==> config.mk <==
export PLATFORM = sky130hd
export DESIGN_NAME = sacl_ram
export DESIGN_NICKNAME = d
export VERILOG_FILES = /design/src/rtl/core/set_assoc_cache_lookup_defines.svh /design/src/rtl/core/sacl_ram.sv
export SDC_FILE = /design/constraint.sdc
export NUM_CORES = 2
export LEC_CHECK = 0
export BUFFER_PORTS_ARGS = -buffer_cell sky130_fd_sc_hd__buf_2
export CAP_MARGIN = 10
export CORE_MARGIN = 8
export CORE_UTILIZATION = 50
export CTS_CLUSTER_SIZE = 12
export DETAILED_ROUTE_END_ITERATION = 16
export GPL_TIMING_DRIVEN = 0
export MAX_ROUTING_LAYER = met4
export PLACE_DENSITY = 0.65
export SETUP_SLACK_MARGIN = 0.05
export SLEW_MARGIN = 40
export SYNTH_ARGS = -nofsm -noshare
export SYNTH_HDL_FRONTEND = slang
export SYNTH_SLANG_ARGS = --single-unit
==> constraint.sdc <==
create_clock -name clock -period 5.3 [get_ports clock]
set_input_delay 0.795 -clock clock [delete_from_list [all_inputs] [get_ports clock]]
set_output_delay 0.795 -clock clock [all_outputs]
set_load 0.01 [all_outputs]
==> src/rtl/core/set_assoc_cache_lookup_defines.svh <==
// assertion helpers for the cache lookup block
`ifndef SET_ASSOC_CACHE_LOOKUP_DEFINES_SVH
`define SET_ASSOC_CACHE_LOOKUP_DEFINES_SVH

// same-cycle implication
`define SACL_ASSERT_IMPL(lbl, clk, rst, ante, cons, msg) \
   lbl: assert property (@(posedge clk) disable iff (rst) (ante) |-> (cons)) \
      else $error(msg);

// next-cycle implication
`define SACL_ASSERT_NEXT(lbl, clk, rst, ante, cons, msg) \
   lbl: assert property (@(posedge clk) disable iff (rst) (ante) |=> (cons)) \
      else $error(msg);

`endif

==> src/rtl/core/sacl_ram.sv <==
module sacl_ram #(
   parameter int WIDTH = 32,
   parameter int DEPTH = 64
) (
   input  logic                                   clock,
   input  logic                                   we,
   input  logic [((DEPTH > 1) ? $clog2(DEPTH) : 1)-1:0] waddr,
   input  logic [WIDTH-1:0]                       wdata,
   input  logic                                   re,
   input  logic [((DEPTH > 1) ? $clog2(DEPTH) : 1)-1:0] raddr,
   output logic [WIDTH-1:0]                       rdata
);

   logic [WIDTH-1:0] mem_ff [DEPTH];
   logic [WIDTH-1:0] rdata_ff;

   always_ff @(posedge clock) begin
      if (we) begin
         mem_ff[waddr] <= wdata;
      end
      if (re) begin
         rdata_ff <= mem_ff[raddr];
      end
   end

   assign rdata = rdata_ff;

endmodule

==> flow_summary_export.csv <==
group,metric,value,unit
timing,setup_viol,0,
power,power.density,362,nW/um^2
setup_path,path_class,"in -> reg",
layout,nets,3854,
die,die_w,413,um
placement,pre_cts_ws,711,ps
setup_path,timing.rr.start,"mem_ff[15][29]",
die,ioPinCount,79,
detailed_routing,totalWireLength,241000,um
logic_synthesis,async_flop_share,0,
logic_synthesis,synth_nets,3371,
clocking,root_buffer,"clkbuf_16",
clocking,postCtsSetupRepairBufs,0,
die,fp.dieH,413,um
detailed_routing,antenna_left,0,
timing,fmax,260,MHz
grt,grt_use_total,0.291,
setup_path,cp.required,5940,ps
logic_synthesis,synth.most_common_cell,"edfxtp_1",
min_path,hp-class,"in -> reg",
setup_path,reg2reg_to,"rdata[29]",
clocking,path_clk_slew,60,ps
logic_synthesis,synth_common_cells,"edfxtp_1 (2080), mux4_2 (544), nor2_1 (137), mux2i_1 (93), o22ai_1 (84)",
detailed_routing,wl_met3,31900,um
detailed_routing,drtIter0Drc,7211,
job,max_cap_violations,0,
logic_synthesis,synth_cell_types,33,
logic_synthesis,netlist_area,78800,sq um
detailed_routing,vias_per_cell,6.70,
layout,drive_gt1_frac,0.325,
die,initial_core_util,0.504,
detailed_routing,wl_met2,110000,um
layout,fin_util,0.593,
min_path,min_path_cells,1,
detailed_routing,dr.pass1.iters,8,
power,p_leak,29.2,nW
logic_synthesis,synth.top_cell.area_share,0.792,
timing,finClkSkew,75.4,ps
detailed_routing,num_vias,40300,
timing,rsz0062_at_grt,"false",
setup_path,rrSetupSlack,2650,ps
clocking,cts_max_level,4,
timing,fin_ws,1450,ps
timing,finalSetupTns,0,ps
logic_synthesis,syn_area_per_cell,23.7,sq um
status,status,"complete, no violations",
die,die-area,171000,sq um
timing,period_share,0.726,
grt,antenna_found_initial,15,
grt,grt_max_degree,65,
setup_path,startpoint,"raddr[2]",
clocking,clock_sinks,2080,
timing,relSlewSlack,0.378,
die,core_region_area,156000,sq um
logic_synthesis,synth_edf_count,2080,
clocking,cts_buffers,206,
timing,hold_viol,0,
clocking,cts_buffer_depth,3,
setup_path,crit_path_end,"rdata[22]",
timing,slew_violations,0,
logic_synthesis,synth_area_leaders,"edfxtp_1 (79%), mux4_2 (16%), mux2i_1 (1.2%)",
timing,hold-worst-slack,469,ps
clocking,cts_tree,"yes",
logic_synthesis,ys_ff_latch,2080,
grt,grt_pass1_wl,327000,um
logic_synthesis,synth_warnings,0,
placement,portBuffers,70,
placement,dpl.hpwl,164000,um
timing,finalCriticalPeriod,3850,ps
power,vdd_ir_drop_max,374,uV
detailed_routing,avgRoutedWirePerCell,40.2,um
placement,place_congestion,0.877,
grt,overflow,0,
power,total_power,33.6,mW
logic_synthesis,synthCells,3324,
setup_path,startpoint_type,"input port",
logic_synthesis,ys_seq_area_frac,0.792,
setup_path,crit_fanout,11,
clocking,insertion_delay,870,ps
setup_path,rr_worst_depth,4,
setup_path,cp-end-kind,"register",
clocking,cts_hold_buffers,0,
detailed_routing,drt-met1-wl,88000,um
timing,worstMarginPinSlew,933,ps
detailed_routing,drc,0,
clocking,ctsResizeCount,0,
logic_synthesis,yosysTopAreaCell,"edfxtp_1",
die,row_count,145,
setup_path,arrival,4480,ps
layout,areaGrowthSynthToFinish,17.6,%
logic_synthesis,synthFlopType,"edfxtp_1",
detailed_routing,highest_layer,"met4",
grt,grt_pass1_vias,39500,
==> registers in the layout, summed over array words and instances (netlist names) <==
name    count
mem_ff   2048
rdata      32
==> power breakdown <==
part | switching [mW] | internal [mW] | leakage (nW) | total (mW)
registers | 0.0358 | 18.3 | 18.7 | 18.3
logic | 1.28 | 0.641 | 7.53 | 1.92
clock network | 6.05 | 7.30 | 2.89 | 13.3
==> metal layers <==
layer | vias up | global-route usage
met4 | 0 | 0.114
met2 | 3020 | 0.429
met3 | 517 | 0.0799
li1 | 15300 | -
met1 | 21400 | 0.390
met5 | - | -
==> area by class of cell <==
type | instances | area, sq um
Antenna cell | 10 | 25.0
Clock buffer | 274 | 5470
Clock inverter | 64 | 519
Sequential cell | 2080 | 62500
Multi-Input combinational cell | 1062 | 16000
Buffer | 182 | 958
Fill cell | 10800 | 63700
Timing Repair Buffer | 275 | 4700
Tap cell | 2058 | 2570
==> per-stage QoR <==
| stage | instance area, sq um | std cells |
|---|---|---|
| 6_report | 92700 | 6005 |
| 5_1_grt | 92700 | 6002 |
| 4_1_cts | 92600 | 5990 |
| 3_5_place_dp | 86600 | 5652 |
| 3_3_place_gp | 81800 | 5452 |
| 2_1_floorplan | 78800 | 3324 |
==> critical path, cell delays in order <==
cell and delay, ps:
clkbuf_1 300, buf_2 370, buf_2 470, buf_2 570, buf_2 530, mux2i_1 200, a21oi_1 770, a21oi_1 90
nor2_1 350
==> how the worst min path moves through the flow <==
stage	slack [ps]	endpoint	startpoint
floorplan	750	rdata[17]	mem_ff[12][17]
global placement	930	rdata[8]	mem_ff[28][8]
detailed placement	940	rdata[8]	mem_ff[28][8]
CTS	440	rdata[31]	re
global route	470	rdata[4]	re
finish	470	rdata[4]	re
==> logic make-up after synthesis <==
kind of cell,share of synthesized area
compound gates,0.0167
buf+inv,0.0112
flops,0.792
mux,0.167
simple gates,0.0126
==> cells in the final DEF, fill, tap and decap left out, drive strengths merged <==
cell,instances
nand2b,8
nand4b,1
nor3,7
a22oi,12
or3b,5
nand3b,5
a31oi,1
o22ai,84
clkinvlp,1
nand2,26
a311oi,8
and3,4
clkinv,58
inv,3
edfxtp,2080
or3,3
nor2b,15
a21oi,62
and2,2
nand4,2
mux2i,93
buf,383
bufinv,2
a41o,4
o32ai,4
or2,3
o221ai,27
diode,10
nor2,137
mux4,544
nand3,5
clkbuf,348
(Power assumes the default switching activity.)
