**src/rtl/core/set_assoc_cache_lookup_defines.svh**
```systemverilog
// assertion helpers for the cache lookup block
`ifndef SET_ASSOC_CACHE_LOOKUP_DEFINES_SVH
`define SET_ASSOC_CACHE_LOOKUP_DEFINES_SVH

// same-cycle implication
`define SACL_ASSERT_IMPL(lbl, clk, rst, ante, cons, msg) \
   lbl: assert property (@(posedge clk) disable iff (rst) (ante) |-> (cons)) \
      else $error(msg);

// next-cycle implication
`define SACL_ASSERT_NEXT(lbl, clk, rst, ante, cons, msg) \
   lbl: assert property (@(posedge clk) disable iff (rst) (ante) |=> (cons)) \
      else $error(msg);

`endif

```
**src/rtl/core/sacl_pkg.sv**
```systemverilog
package sacl_pkg;

   localparam int WORD_W = 32;
   localparam int ADDR_W = 32;

   localparam int CAPACITY_BYTES_DEF = 4096;
   localparam int WAYS_DEF           = 4;
   localparam int BLOCK_WORDS_DEF    = 4;

   // operation codes
   localparam logic [1:0] OP_READ   = 2'd0;
   localparam logic [1:0] OP_WRITE  = 2'd1;
   localparam logic [1:0] OP_HEADER = 2'd2;
   localparam logic [1:0] OP_FILL   = 2'd3;

   // outcome of one lookup, from the update logic to the sequencer
   typedef struct packed {
      logic       meta_we;
      logic       data_we;
      logic       hit;
      logic       hit_dirty;
      logic [1:0] hit_way;
   } upd_status_type;

   // elaboration-time helper, floor of log2
   function automatic int floor_log2(input int v);
      int r;
      r = 0;
      for (int i = 1; i < 31; i++) begin
         if ((v >> i) > 0) begin
            r = i;
         end
      end
      return r;
   endfunction

endpackage

```
**src/rtl/core/sacl_update.sv**
```systemverilog
module sacl_update #(
   parameter int CAPACITY_BYTES = sacl_pkg::CAPACITY_BYTES_DEF,
   parameter int WAYS           = sacl_pkg::WAYS_DEF,
   parameter int BLOCK_WORDS    = sacl_pkg::BLOCK_WORDS_DEF
) (
   input  logic [1:0]                        op,
   input  logic [sacl_pkg::ADDR_W-1:0]       address,
   input  logic [1:0]                        way,
   input  logic [sacl_pkg::WORD_W-1:0]       write_data,
   input  logic                              valid_in,
   input  logic                              dirty_in,
   input  logic [WAYS*(32 - 2 - sacl_pkg::floor_log2(BLOCK_WORDS)
                - sacl_pkg::floor_log2(((CAPACITY_BYTES / 4 / BLOCK_WORDS / WAYS) > 0)
                  ? (CAPACITY_BYTES / 4 / BLOCK_WORDS / WAYS) : 1) + 2)-1:0] meta_row,
   input  logic [WAYS*sacl_pkg::WORD_W-1:0]  data_row,
   output logic [WAYS*(32 - 2 - sacl_pkg::floor_log2(BLOCK_WORDS)
                - sacl_pkg::floor_log2(((CAPACITY_BYTES / 4 / BLOCK_WORDS / WAYS) > 0)
                  ? (CAPACITY_BYTES / 4 / BLOCK_WORDS / WAYS) : 1) + 2)-1:0] meta_row_new,
   output logic [WAYS*sacl_pkg::WORD_W-1:0]  data_row_new,
   output logic [sacl_pkg::WORD_W-1:0]       read_data,
   output sacl_pkg::upd_status_type          status
);

   localparam int NUM_BLOCKS = CAPACITY_BYTES / 4 / BLOCK_WORDS;
   localparam int SETS_RAW   = NUM_BLOCKS / WAYS;
   localparam int SETS       = (SETS_RAW > 0) ? SETS_RAW : 1;
   localparam int OFF_BITS   = sacl_pkg::floor_log2(BLOCK_WORDS);
   localparam int SET_BITS   = sacl_pkg::floor_log2(SETS);
   localparam int SET_SHIFT  = 2 + OFF_BITS;
   localparam int TAG_W      = 32 - SET_SHIFT - SET_BITS;
   localparam int ENTRY_W    = TAG_W + 2;
   localparam int WAY_AW     = (WAYS > 1) ? $clog2(WAYS) : 1;
   localparam logic [31:0] SET_MASK = (32'd1 << SET_BITS) - 32'd1;

   // entry layout: valid, dirty, tag
   localparam int DIRTY_POS = TAG_W;
   localparam int VALID_POS = TAG_W + 1;

   logic [TAG_W-1:0]  tag;
   logic [31:0]       set_val;
   logic [31:0]       blk_base;
   logic [WAYS-1:0]   match;
   logic              hit;
   logic [WAY_AW-1:0] hit_idx;
   logic              way_ok;
   logic [ENTRY_W-1:0] hit_entry;

   assign tag      = address[sacl_pkg::ADDR_W-1 -: TAG_W];
   assign set_val  = (address >> SET_SHIFT) & SET_MASK;
   assign blk_base = set_val * 32'(WAYS);

   // ways beyond the end of the store never match
   always_comb begin
      for (int w = 0; w < WAYS; w++) begin
         match[w] = meta_row[w*ENTRY_W + VALID_POS]
                 && (meta_row[w*ENTRY_W +: TAG_W] == tag)
                 && ((blk_base + 32'(w)) < 32'(NUM_BLOCKS));
      end
   end

   // lowest matching way wins
   always_comb begin
      hit     = 1'b0;
      hit_idx = '0;
      for (int w = WAYS - 1; w >= 0; w--) begin
         if (match[w]) begin
            hit     = 1'b1;
            hit_idx = WAY_AW'(w);
         end
      end
   end

   assign hit_entry = meta_row[hit_idx*ENTRY_W +: ENTRY_W];
   assign way_ok    = ({30'b0, way} < 32'(WAYS))
                   && ((blk_base + {30'b0, way}) < 32'(NUM_BLOCKS));

   always_comb begin
      meta_row_new = meta_row;
      data_row_new = data_row;
      read_data    = '0;
      status       = '0;
      unique case (op)
         sacl_pkg::OP_READ: begin
            if (hit) begin
               status.hit       = 1'b1;
               status.hit_way   = 2'(hit_idx);
               status.hit_dirty = hit_entry[DIRTY_POS];
               read_data        = data_row[hit_idx*sacl_pkg::WORD_W +: sacl_pkg::WORD_W];
            end
         end
         sacl_pkg::OP_WRITE: begin
            if (hit) begin
               status.hit       = 1'b1;
               status.hit_way   = 2'(hit_idx);
               status.hit_dirty = 1'b1;
               status.meta_we   = 1'b1;
               status.data_we   = 1'b1;
               read_data        = data_row[hit_idx*sacl_pkg::WORD_W +: sacl_pkg::WORD_W];
               data_row_new[hit_idx*sacl_pkg::WORD_W +: sacl_pkg::WORD_W] = write_data;
               meta_row_new[hit_idx*ENTRY_W + DIRTY_POS] = 1'b1;
            end
         end
         sacl_pkg::OP_HEADER: begin
            if (way_ok) begin
               status.meta_we = 1'b1;
               meta_row_new[way*ENTRY_W +: ENTRY_W] = {valid_in, dirty_in, tag};
            end
         end
         sacl_pkg::OP_FILL: begin
            if (way_ok) begin
               status.data_we = 1'b1;
               data_row_new[way*sacl_pkg::WORD_W +: sacl_pkg::WORD_W] = write_data;
            end
         end
         default: begin
            status = '0;
         end
      endcase
   end

endmodule

```
**config.mk**
```make
export PLATFORM = sky130hd
export DESIGN_NAME = sacl_update
export DESIGN_NICKNAME = d
export VERILOG_FILES = /design/src/rtl/core/set_assoc_cache_lookup_defines.svh /design/src/rtl/core/sacl_pkg.sv /design/src/rtl/core/sacl_update.sv
export SDC_FILE = /design/constraint.sdc
export NUM_CORES = 1
export LEC_CHECK = 0
export BUFFER_PORTS_ARGS = -buffer_cell sky130_fd_sc_hd__buf_2
export CELL_PAD_IN_SITES_DETAIL_PLACEMENT = 0
export CELL_PAD_IN_SITES_GLOBAL_PLACEMENT = 1
export CORE_AREA = 8 8 210 212
export DETAILED_ROUTE_END_ITERATION = 10
export DIE_AREA = 0 0 218 220
export PLACE_DENSITY = 0.56
export SYNTH_ARGS = -nofsm -noshare
export SYNTH_HDL_FRONTEND = slang
export SYNTH_SLANG_ARGS = --single-unit
```
**constraint.sdc**
```tcl
create_clock -name vclk -period 4.9
set_clock_uncertainty 0.15 [all_clocks]
set_input_delay 0.49 -clock vclk [all_inputs]
set_output_delay 0.49 -clock vclk [all_outputs]
set_load 0.02 [all_outputs]
```
==> results.toml <==
[yosys]
syn_inst = 967
yosysWarnings = 0
syn_avg_cell_area_um2 = 7.39
synth_cell_types = 59
syn_nets = 1276
seq_area_frac_synth_pct = 0
netlist_area_um2 = 7150

[run_status]
outcome = "completed"

[cells_and_area]
seq_cell_count = 0
final.clkbuf_count = 0
final_common_cell = "buf_2"
final_cell_mix = "buf_2, a22o_1, mux2i_1"
regArea_um2 = 0
fin_nets = 1752
synthToLayoutAreaGrowth_pct = 45.6
drive_above_1_share_pct = 44.4

[place]
hpwl_mm = 43.4
pre_cts_ws_ns = 0.391
gp_congestion = 0.933
portBuffers = 546

[worst_hold_path]
hold_path.class = "primary input to primary output"

[worst_setup_path]
crit_path_end_kind = "primary output"
critPathLaunchType = "primary input"
cp_common_cell = "buf_2"
path_class = "primary input to primary output"
setup.worst_path.start = "address[29]"
path_cells = "buf_2 -> xor2_1 -> nor4_1 -> nand4_1 -> nor2_4 -> or2_2 -> nand2b_1 -> inv_1 -> ha_1 -> nor2_2 -> nand3_1 -> o21ai_2 -> buf_12 -> a22o_1 -> buf_2"
cp_slowest_cell = "nor4_1"
arrival_ns = 3.91
required_ns = 4.26
crit_fanout = 32
cp-endpoint = "data_row_new[79]"
cpPeakStageDelay_ns = 0.41

[global_route]
grt_pass1_vias = 10400
grt_max_degree = 65
grt_overflow = 0
grt_first_pass_wirelength_mm = 73.4
grt_use_total_pct = 20.0
antenna_found_initial = 7

[clock_network]
post_cts.repair.setup_buffers = 0
cts_resized = 0
ctsHoldBuffers = 0

[sta]
slew_viol_final = 0
setup_violations = 0
fmax_mhz = 220
tightest_slew_ns = 1.13
rsz0062_at_grt = "false"
period_share_pct = 92.8
finalCriticalPeriod_ns = 4.55
slew_headroom_pct = 24.5
hold_violations = 0
finalWorstSetupSlack_ns = 0.350
tns_ns = 0
holdWs_ns = 1.19

[route]
firstDrtPassIters = 6
drt_wl_total_mm = 53.2
postRouteAntennaNets = 0
vias = 10500
drt_iter0_markers = 1127
vias_per_cell = 5.29
drc = 0
avgRoutedWirePerCell_um = 26.9

[die]
die_y_um = 220
die_width_um = 218
core_um2 = 40600
ioPinCount = 556
start_util_pct = 17.6
rows = 74
dieArea_um2 = 48000

[pwr]
leakage_nw = 5.40
p_per_area_nw_per_um2 = 117
peakVddDrop_mv = 0.0722
total_power_mw = 1.22

[run]
cap_violations = 0
-- cells by family after synthesis --
family,after synthesis,share of synthesized area (%)
compound gates,358,42.2
xor+xnor,97,11.9
fa+ha+maj,15,2.62
buf+inv,181,11.8
mux,115,16.2
simple gates,201,15.3
-- power breakdown --
| part | total, mW | internal, mW | leakage, nW | switching, mW |
|---|---|---|---|---|
| combinational | 1.22 | 0.439 | 5.40 | 0.780 |
| sequential | 0 | 0 | 0 | 0 |
| clock | 0.000000109 | 0.000000109 | 0.0000254 | 0 |
-- layout make-up --
cell class,instances,area [µm²]
diodes,4,10.0
fillers,4531,30100
well taps,532,666
multi-input cells,786,6380
inverters,76,285
repair buffers,579,3070
-- synth_stat cells, types with 2 or more instances --
cell type / instances / area, µm²
and3_1: 13 / 81.3
a222oi_1: 32 / 320
xnor2_1: 41 / 359
nor3_1: 10 / 50.1
buf_2: 34 / 170
o22ai_2: 30 / 375
a21oi_1: 32 / 160
a22oi_1: 8 / 60.1
nor4b_1: 6 / 52.6
buf_6: 9 / 101
nor2b_1: 14 / 87.6
clkinv_1: 3 / 11.3
o21a_1: 7 / 52.6
o22ai_1: 9 / 56.3
and4_1: 3 / 26.3
mux2_2: 6 / 67.6
nand2b_1: 5 / 31.3
a21o_1: 5 / 37.5
clkbuf_1: 44 / 165
nand2_1: 64 / 240
o41ai_1: 3 / 26.3
o21ai_0: 30 / 150
a31o_2: 2 / 17.5
o31ai_1: 3 / 22.5
ha_1: 15 / 188
nor4_1: 20 / 125
and2_0: 2 / 12.5
nor4b_2: 2 / 30.0
nand4b_1: 5 / 43.8
inv_1: 72 / 270
buf_1: 4 / 15.0
xor2_1: 56 / 490
o21ai_1: 3 / 15.0
buf_4: 14 / 105
a22o_1: 182 / 1590
nand3_1: 11 / 55.1
o21ai_2: 2 / 17.5
nor2_1: 22 / 82.6
mux2i_1: 109 / 1090
nand4_1: 16 / 100
-- how the worst min path moves through the flow --
stage / startpoint / end / cells after the start
after floorplan: meta_row[78] / meta_row_new[78] / 2
after global placement: data_row[9] / data_row_new[9] / 3
after detailed placement: data_row[86] / data_row_new[86] / 3
after CTS: data_row[86] / data_row_new[86] / 3
after global routing: data_row[73] / data_row_new[73] / 3
final: data_row[86] / data_row_new[86] / 3
-- through the flow --
stage	instances	util (%)	instance area [µm²]
after CTS	1973	25.6	10400
after global placement	1973	25.6	10400
after detailed placement	1973	25.6	10400
after floorplan	967	-	7150
final	1977	25.7	10400
after global routing	1976	25.7	10400
-- metal layers --
metal	track usage, %	vias up	wire, µm
met5	0	-	35
met3	4.29	54	4490
met2	35.1	583	26300
li1	-	4670	-
met4	3.63	6	887
met1	25.1	5145	21500
-- critical path, delay by kind of cell --
| family | cells | cell delay [ns] |
|---|---|---|
| compound gates | 2 | 0.40 |
| xor+xnor | 1 | 0.14 |
| fa+ha+maj | 1 | 0.29 |
| buf+inv | 4 | 0.91 |
| simple gates | 7 | 1.65 |
Note: power is estimated with default switching activity, not from simulation.
